### src/rtl/core/ols_pkg.sv
// Package for the owner-locked LIFO stack: operation and status codes,
// default sizes, and the command and status structs between controller and datapath.
// No dependencies.
`timescale 1ns / 1ps
`default_nettype none
package ols_pkg;

	localparam int DefStackDepth = 64;
	localparam int DefIdWidth    = 8;
	localparam int WordWidth     = 32;
	localparam int OpWidth       = 2;
	localparam int StatusWidth   = 3;

	typedef enum logic [OpWidth-1:0] {
		OP_PUSH   = 2'd0,
		OP_POP    = 2'd1,
		OP_LOCK   = 2'd2,
		OP_UNLOCK = 2'd3
	} op_t;

	typedef enum logic [StatusWidth-1:0] {
		ST_OK        = 3'd0,
		ST_OTHER     = 3'd1,
		ST_ALREADY   = 3'd2,
		ST_NOTLOCKED = 3'd3,
		ST_OVERFLOW  = 3'd4,
		ST_UNDERFLOW = 3'd5
	} status_t;

	typedef struct packed {
		logic exec;
		logic load_pop;
	} cmd_t;

	typedef struct packed {
		logic pop_hit;
	} stat_t;

endpackage
`default_nettype wire

### src/rtl/core/owner_locked_lifo_stack.sv
// Top level of the owner-locked LIFO stack: stream ports, field packing, and
// the controller and datapath instances. Depends on ols_pkg, ols_ctrl, ols_datapath.
`timescale 1ns / 1ps
`default_nettype none
// Each transaction on the input stream is one push, pop, lock or unlock and
// yields exactly one result transaction, in order. Push, lock, unlock and any
// refused operation show their result in the next cycle; a successful pop waits in
// the READ state, as the stack memory read port is registered. A new transaction
// is accepted in the cycle the result register is empty or is being taken, except
// in the read cycle of a successful pop, when the input is held off. Overflow and
// underflow leave the stack unchanged, and a pop refused by the lock returns -1.
module owner_locked_lifo_stack #(
	parameter int STACK_DEPTH = ols_pkg::DefStackDepth,
	parameter int ID_WIDTH    = ols_pkg::DefIdWidth,
	localparam int CNT_W      = $clog2(STACK_DEPTH + 1),
	localparam int ADDR_W     = $clog2(STACK_DEPTH),
	localparam int IN_W       = ((ID_WIDTH + ols_pkg::WordWidth + 7) / 8) * 8,
	localparam int OUT_W      = ((ols_pkg::WordWidth + 1 + ID_WIDTH + CNT_W + 7) / 8) * 8
) (
	input  wire logic                            clk,
	input  wire logic                            arst_n,
	input  wire logic                            s_axis_tvalid,
	output      logic                            s_axis_tready,
	// From bit 0: requester_id, push_value.
	input  wire logic [IN_W-1:0]                 s_axis_tdata,
	// From bit 0: op.
	input  wire logic [ols_pkg::OpWidth-1:0]     s_axis_tuser,
	output      logic                            m_axis_tvalid,
	input  wire logic                            m_axis_tready,
	// From bit 0: pop_value, is_locked, owner, fill_level, zero fill.
	output      logic [OUT_W-1:0]                m_axis_tdata,
	// From bit 0: status.
	output      logic [ols_pkg::StatusWidth-1:0] m_axis_tuser
);

	ols_pkg::cmd_t  cmd;
	ols_pkg::stat_t stat;

	logic signed [ols_pkg::WordWidth-1:0] pop_value;
	logic                                 is_locked;
	logic [ID_WIDTH-1:0]                  owner;
	logic [CNT_W-1:0]                     fill_level;

	ols_ctrl u_ctrl (
		.clk       (clk),
		.arst_n    (arst_n),
		.in_valid  (s_axis_tvalid),
		.in_ready  (s_axis_tready),
		.out_valid (m_axis_tvalid),
		.out_ready (m_axis_tready),
		.cmd       (cmd),
		.stat      (stat)
	);

	ols_datapath #(
		.STACK_DEPTH (STACK_DEPTH),
		.ID_WIDTH    (ID_WIDTH),
		.CNT_W       (CNT_W),
		.ADDR_W      (ADDR_W)
	) u_datapath (
		.clk          (clk),
		.arst_n       (arst_n),
		.cmd          (cmd),
		.stat         (stat),
		.op           (ols_pkg::op_t'(s_axis_tuser)),
		.requester_id (s_axis_tdata[ID_WIDTH-1:0]),
		.push_value   (s_axis_tdata[ID_WIDTH +: ols_pkg::WordWidth]),
		.pop_value    (pop_value),
		.status       (m_axis_tuser),
		.is_locked    (is_locked),
		.owner        (owner),
		.fill_level   (fill_level)
	);

	assign m_axis_tdata = OUT_W'({fill_level, owner, is_locked, pop_value});

endmodule
`default_nettype wire

### src/rtl/core/ols_datapath.sv
// Datapath of the owner-locked LIFO stack: stack memory, fill count, lock
// registers, operation decode and the result register. Depends on ols_pkg.
`timescale 1ns / 1ps
`default_nettype none
module ols_datapath #(
	parameter int STACK_DEPTH = ols_pkg::DefStackDepth,
	parameter int ID_WIDTH    = ols_pkg::DefIdWidth,
	parameter int CNT_W       = $clog2(STACK_DEPTH + 1),
	parameter int ADDR_W      = $clog2(STACK_DEPTH)
) (
	input  wire logic                                clk,
	input  wire logic                                arst_n,
	input  wire ols_pkg::cmd_t                       cmd,
	output      ols_pkg::stat_t                      stat,
	input  wire ols_pkg::op_t                        op,
	input  wire logic [ID_WIDTH-1:0]                 requester_id,
	input  wire logic signed [ols_pkg::WordWidth-1:0] push_value,
	output      logic signed [ols_pkg::WordWidth-1:0] pop_value,
	output      logic [ols_pkg::StatusWidth-1:0]     status,
	output      logic                                is_locked,
	output      logic [ID_WIDTH-1:0]                 owner,
	output      logic [CNT_W-1:0]                    fill_level
);

	logic [ols_pkg::WordWidth-1:0] mem [STACK_DEPTH];

	logic [CNT_W-1:0]    top_q;
	logic                lock_q;
	logic [ID_WIDTH-1:0] owner_q;
	logic [ADDR_W-1:0]   rd_addr_q;

	logic [ols_pkg::WordWidth-1:0]   res_pop_q;
	ols_pkg::status_t                res_status_q;
	logic                            res_lock_q;
	logic [ID_WIDTH-1:0]             res_owner_q;
	logic [CNT_W-1:0]                res_fill_q;

	logic                          allowed;
	logic                          full;
	logic                          empty;
	logic [CNT_W-1:0]              top_inc;
	logic [CNT_W-1:0]              top_dec;
	logic [CNT_W-1:0]              top_d;
	logic                          lock_d;
	logic [ID_WIDTH-1:0]           owner_d;
	ols_pkg::status_t              status_d;
	logic [ols_pkg::WordWidth-1:0] popc_d;
	logic                          wr_en;
	logic                          pop_hit;

	assign allowed = !lock_q || (requester_id == owner_q);
	assign full    = (top_q == CNT_W'(STACK_DEPTH));
	assign empty   = (top_q == '0);
	assign top_inc = top_q + CNT_W'(1);
	assign top_dec = top_q - CNT_W'(1);

	always_comb begin
		top_d    = top_q;
		lock_d   = lock_q;
		owner_d  = owner_q;
		status_d = ols_pkg::ST_OK;
		popc_d   = '0;
		wr_en    = 1'b0;
		pop_hit  = 1'b0;
		case (op)
			ols_pkg::OP_PUSH: begin
				if (full) begin
					status_d = ols_pkg::ST_OVERFLOW;
				end else if (!allowed) begin
					status_d = ols_pkg::ST_OTHER;
				end else begin
					wr_en = 1'b1;
					top_d = top_inc;
				end
			end
			ols_pkg::OP_POP: begin
				if (!allowed) begin
					status_d = ols_pkg::ST_OTHER;
					popc_d   = '1;
				end else if (empty) begin
					status_d = ols_pkg::ST_UNDERFLOW;
				end else begin
					pop_hit = 1'b1;
					top_d   = top_dec;
				end
			end
			ols_pkg::OP_LOCK: begin
				if (!lock_q) begin
					lock_d  = 1'b1;
					owner_d = requester_id;
				end else begin
					status_d = ols_pkg::ST_ALREADY;
				end
			end
			ols_pkg::OP_UNLOCK: begin
				if (!lock_q) begin
					status_d = ols_pkg::ST_NOTLOCKED;
				end else if (requester_id == owner_q) begin
					lock_d = 1'b0;
				end else begin
					status_d = ols_pkg::ST_OTHER;
				end
			end
			default: begin
				status_d = ols_pkg::ST_OK;
			end
		endcase
	end

	assign stat.pop_hit = pop_hit;

	always_ff @(posedge clk or negedge arst_n) begin
		if (!arst_n) begin
			top_q   <= '0;
			lock_q  <= 1'b0;
			owner_q <= '0;
		end else if (cmd.exec) begin
			top_q   <= top_d;
			lock_q  <= lock_d;
			owner_q <= owner_d;
		end
	end

	always_ff @(posedge clk) begin
		if (cmd.exec && wr_en) begin
			mem[top_q[ADDR_W-1:0]] <= push_value;
		end
		if (cmd.exec) begin
			rd_addr_q    <= top_dec[ADDR_W-1:0];
			res_status_q <= status_d;
			res_lock_q   <= lock_d;
			res_owner_q  <= owner_d;
			res_fill_q   <= top_d;
		end
		if (cmd.load_pop) begin
			res_pop_q <= mem[rd_addr_q];
		end else if (cmd.exec) begin
			res_pop_q <= popc_d;
		end
	end

	assign pop_value  = res_pop_q;
	assign status     = res_status_q;
	assign is_locked  = res_lock_q;
	assign owner      = res_owner_q;
	assign fill_level = res_fill_q;

endmodule
`default_nettype wire

### src/rtl/core/ols_ctrl.sv
// Controller of the owner-locked LIFO stack: transaction handshakes, the
// memory read wait for pops, and result valid. Depends on ols_pkg.
`timescale 1ns / 1ps
`default_nettype none
module ols_ctrl (
	input  wire logic           clk,
	input  wire logic           arst_n,
	input  wire logic           in_valid,
	output      logic           in_ready,
	output      logic           out_valid,
	input  wire logic           out_ready,
	output      ols_pkg::cmd_t  cmd,
	input  wire ols_pkg::stat_t stat
);

	typedef enum logic {
		IDLE,
		READ
	} state_t;

	state_t state_q;
	logic   out_valid_q;
	logic   exec;

	assign in_ready     = (state_q == IDLE) && (!out_valid_q || out_ready);
	assign exec         = in_valid && in_ready;
	assign cmd.exec     = exec;
	assign cmd.load_pop = (state_q == READ);
	assign out_valid    = out_valid_q;

	always_ff @(posedge clk or negedge arst_n) begin
		if (!arst_n) begin
			state_q     <= IDLE;
			out_valid_q <= 1'b0;
		end else begin
			case (state_q)
				IDLE: begin
					if (exec && stat.pop_hit) begin
						state_q     <= READ;
						out_valid_q <= 1'b0;
					end else if (exec) begin
						out_valid_q <= 1'b1;
					end else if (out_ready) begin
						out_valid_q <= 1'b0;
					end
				end
				READ: begin
					state_q     <= IDLE;
					out_valid_q <= 1'b1;
				end
				default: begin
					state_q <= IDLE;
				end
			endcase
		end
	end

	a_pop_waits: assert property (@(posedge clk) disable iff (!arst_n)
		exec && stat.pop_hit |=> state_q == READ && !out_valid_q)
		else $error("Successful pop did not enter the read wait.");

	a_fast_result: assert property (@(posedge clk) disable iff (!arst_n)
		exec && !stat.pop_hit |=> out_valid_q && state_q == IDLE)
		else $error("Result of a single-cycle transaction was not presented.");

	a_read_done: assert property (@(posedge clk) disable iff (!arst_n)
		state_q == READ |=> state_q == IDLE && out_valid_q)
		else $error("Read wait did not finish with a result.");

	a_no_accept_in_read: assert property (@(posedge clk) disable iff (!arst_n)
		state_q == READ |-> !cmd.exec)
		else $error("Transaction accepted during the read wait.");

endmodule
`default_nettype wire
### config.mk
export PLATFORM = sky130hd
export DESIGN_NAME = owner_locked_lifo_stack
export DESIGN_NICKNAME = d
export VERILOG_FILES = /design/src/rtl/core/ols_pkg.sv /design/src/rtl/core/owner_locked_lifo_stack.sv /design/src/rtl/core/ols_datapath.sv /design/src/rtl/core/ols_ctrl.sv
export SDC_FILE = /design/constraint.sdc
export NUM_CORES = 2
export LEC_CHECK = 0
export BUFFER_PORTS_ARGS = -buffer_cell sky130_fd_sc_hd__clkbuf_2
export CELL_PAD_IN_SITES_DETAIL_PLACEMENT = 0
export CELL_PAD_IN_SITES_GLOBAL_PLACEMENT = 2
export CORE_MARGIN = 1.5
export CORE_UTILIZATION = 40
export DETAILED_ROUTE_END_ITERATION = 16
export MAX_ROUTING_LAYER = met4
export PLACE_DENSITY_LB_ADDON = 0.3
export SYNTH_ARGS = -nofsm -noshare
export SYNTH_HDL_FRONTEND = slang
export SYNTH_SLANG_ARGS = --single-unit
### constraint.sdc
create_clock -name clk -period 7.9 [get_ports clk]
set_input_delay 0 -clock clk [delete_from_list [all_inputs] [get_ports clk]]
set_output_delay 0 -clock clk [all_outputs]
set_load 0.03 [all_outputs]
==> results.md <==
- Status: finished, final reports clean
- Core ar.: 204000 um2
- Syn_area_per_cell: 22.2 um2
- Compound-gate portion of the synthesized area: 0.0214
- Hold path start: s_axis_tdata[1]
- Reg-to-reg startpoint: u_ctrl.state_q
- Area contributors post-synth: edfxtp_1 77%, mux4_2 14%, mux2i_1 2.0%, mux2_2 0.56%, dfrtp_1 0.55%
- Final Max Tran Viols: 0
- Syn Nets: 3753
- Min Tclk post-route: 4.41 ns
- DPL Wire Length: 129 mm
- Slack of the critical path: 3.49 ns
- Worst reg2reg endpoint: u_datapath.mem[7][9]
- Final non-filler cell area: 93900 um2
- FILL cells: 17100
- Die Area: 208000 um2
- Setup_tns: 0 ns
- Post-synth ARST share: 0.00845
- Critical path type: flop to flop
- CTS resizes: 0
- CP cell instances: a21oi_1, nand2_1, inv_2, nand2_1, nor4_2, buf_4, nand2_1, nor2_4
- First-pass GRT wire length: 310 mm
- Htree depth: 4
- Arrival time at the worst endpoint: 4.86 ns
- FMAX: 227 MHz
- Drt total wl: 221 mm
- Max stage delay on crit path: 1.10 ns
- Clock Skews: 0.0331 ns
- Simple-Gate Fraction of Synth Area: 0.0214
- Leakage power: 29.2 nW
- Max_cap viols: 0
- Sequential share of the synthesized area: 0.776
- Yosys top cell area share: 0.769
- HP Class: primary input to flop
- Initial antenna violation count: 9
- Cts bufs inserted: 212
- Peak VDD IR: 0.000247 V
- Fin. Hold Viols: 0
- Vias per cell: 5.72
- Initial core utilization: 0.402
- Port bufs: 98
- Vias in the first global route: 39500
- Via count: 39200
- Hold Path End: u_datapath.owner[1]
- Clock Path Buffers: 3
- Final period util: 0.558
- Die Span X: 456 um
- Layout cells sized above 1: 0.277
- Area Growth Syn to Fin: 14.3%
- Area of the mapped netlist: 82200 um2
- Synthesized netlist cell count: 3704
- Non-filler cells, final: 6860
- Critical path fanouts, max: 41
- Hold depth: 3
- GRT Overall Usage: 0.218
- Startpoint types: flop
- Critical path's slowest cell: nor2_4
- IO Pins: 99
- CTS clk-pin slew, worst paths: 0.06 ns
- Adder-Cell Fraction of Synth Area: 0.000457
- Pre-Repair DR Iteration Count: 5
- 1st-iter DRT viols: 4518
- DP Area: 86500 um2
- EDFF count, synth: 2105
- Chip height: 456 um
- Cts hold-fix bufs: 54
- Critical Path Start: u_ctrl.state_q
- Pre-CTS WS: 3.44 ns
- CTS tree: done
- # DRC: 0
- Main combinational cell family by area after synthesis: multiplexers
- Worst Tran Pin Value: 1.23 ns
- Length in cells of the worst reg-to-reg path: 8
- Synth area leader: edfxtp_1
- Pwr dens: 315 nW/um2
- GPL Wtd Cong: 0.852
- #FFs+latches synth: 2129
- Worst skew pair latency: 0.87 ns
- Inst Count DP: 6409
- CP Data Required Time: 8.35 ns
- Final setup vio count: 0
- Final #Nets: 4038
- Mux cell area share after synthesis: 0.164
- Rel. slew slack: 0.176
- CTS Root Cell: clkbuf_16
- FP Rows: 166
- # Post-CTS Setup Buffers: 0
- CP Capture Type: flop
- RSZ-0062 raised after global routing: no
- Clock sinks: 2129
- Final ANT Viol Nets: 0
- Synth Area in XOR/XNOR: 0.00202
- Most frequent CP cell: nand2_1
- Main flop type after synthesis: edfxtp_1
- Yosys Warn Count: 0
- Synth cell types: 61
- Worst reg-to-reg setup slack: 3.49 ns
- Largest net degree at the start of global routing: 105
- GRT overflow: 0
- WL/cell: 32.2 um
## worst max-delay path by stage
stage / slack (ns) / depth (start not counted) / endpoint
floorplan: 2.95 / 7 / u_datapath.mem[1][0]
detailed placement: 3.44 / 8 / u_datapath.mem[24][4]
finish: 3.49 / 8 / u_datapath.mem[7][9]
global route: 3.15 / 8 / u_datapath.mem[27][8]
global placement: 3.45 / 8 / u_datapath.mem[24][4]
CTS: 3.42 / 8 / u_datapath.mem[2][31]
## state kept, by name (all words and copies together) (netlist names), 3 cells and up, named ones only
| name | cells |
|---|---|
| u_datapath.mem | 2048 |
| u_datapath.pop_value | 32 |
| u_datapath.owner | 8 |
| u_datapath.owner_q | 8 |
| u_datapath.fill_level | 7 |
| u_datapath.top_q | 7 |
| u_datapath.rd_addr_q | 6 |
| u_datapath.status | 3 |
## through the flow
step | hold WS (ns) | power (mW) | util
final | 0.0718 | 29.6 | 0.460
after global routing | 0.0586 | 30.6 | 0.460
after CTS | 0.00101 | 29.9 | 0.460
after detailed placement | 0.0180 | 19.8 | 0.423
after global placement | 0.0215 | 19.8 | 0.423
after floorplan | -0.296 | 17.4 | -
## cells in the mapped netlist, types with 8 or more instances
cell         n
a211oi_1    25
dfrtp_1     18
buf_2       63
nor2b_1     29
edfxtp_1  2105
nor3_1      33
mux2_2      41
nand2b_1    15
mux4_2     505
o211ai_1     9
nand2_1    114
o31ai_1      8
xnor2_1     16
buf_4       43
or4_1       17
mux2i_1    162
o22ai_1     52
clkbuf_1    60
o221ai_1    10
a22oi_1     20
o21ai_1     11
nand3_1     23
a221o_1     11
inv_1        9
buf_1       15
o21ai_0     40
nor2_1      93
nor4_1      11
a21oi_1     27
buf_6       25
## where the power goes
part	switching [mW]	internal (mW)	total, mW
clock network	4.31	5.76	10.1
registers	0.251	12.5	12.8
logic	4.01	2.74	6.75
## layout make-up
type / instances / area (um2) / area share
antenna: 4 / 10.0 / 0.000107
multi-input combinational: 1358 / 17700 / 0.188
timing repair buffer: 277 / 2100 / 0.0224
sequential: 2129 / 63800 / 0.679
clock buffer: 253 / 5510 / 0.0587
tap: 2688 / 3360 / 0.0358
inverter: 11 / 41.3 / 0.000440
clock inverter: 140 / 1420 / 0.0151
## logic make-up (layout without fill, tap and decap cells)
family / after synthesis / in the layout
DFF: 2129 / 2129
muxes: 708 / 708
and+or+nand+nor: 369 / 369
AOI/OAI and AO/OA: 259 / 259
buffers and inverters: 217 / 681
xor gates and xnor gates: 19 / 19
adders and majority gates: 3 / 3
other: 0 / 4
## routing by layer
metal	global-route usage	share of wire	routed length, um	up-vias
met1	0.301	0.43	94000	21300
met2	0.335	0.48	106000	1411
met4	0.0618	0.027	5920	0
met3	0.0386	0.069	15200	286
li1	-	-	-	16300
met5	-	0	0	-
## critical path: cells and delay by family, from the launching register on
family | cells | cell delay, ns
flip-flops | 1 | 0.70
AND/OR/NAND/NOR | 5 | 1.98
buffers and inverters | 2 | 0.91
AO/OA/AOI/OAI | 1 | 0.38
## cell usage in the layout, fill, tap and decap left out, types with 8 or more instances in the layout
cell type and count:
edfxtp_1 2105, mux4_2 505, clkbuf_16 214, mux2i_1 162, buf_4 125, nand2_1 111, clkbuf_2 78, nor2_4 60
clkinv_1 58, dlygate4sd3_1 54, o22ai_1 52, mux2_2 41, clkinv_2 41, o21ai_0 40, clkbuf_1 38, nor2_1 32
nor3_1 30, nor2b_1 28, a21oi_1 27, a211oi_1 25, bufinv_16 24, nand3_1 20, a22oi_1 20, dfrtp_1 18
or4_1 17, xnor2_1 16, nand2b_1 15, o21ai_1 11, a221o_1 11, buf_2 11, o221ai_1 10, nor4_1 9
inv_1 9, o211ai_1 9, buf_12 9, o31ai_1 8
Note: power is estimated with default switching activity, not from simulation.
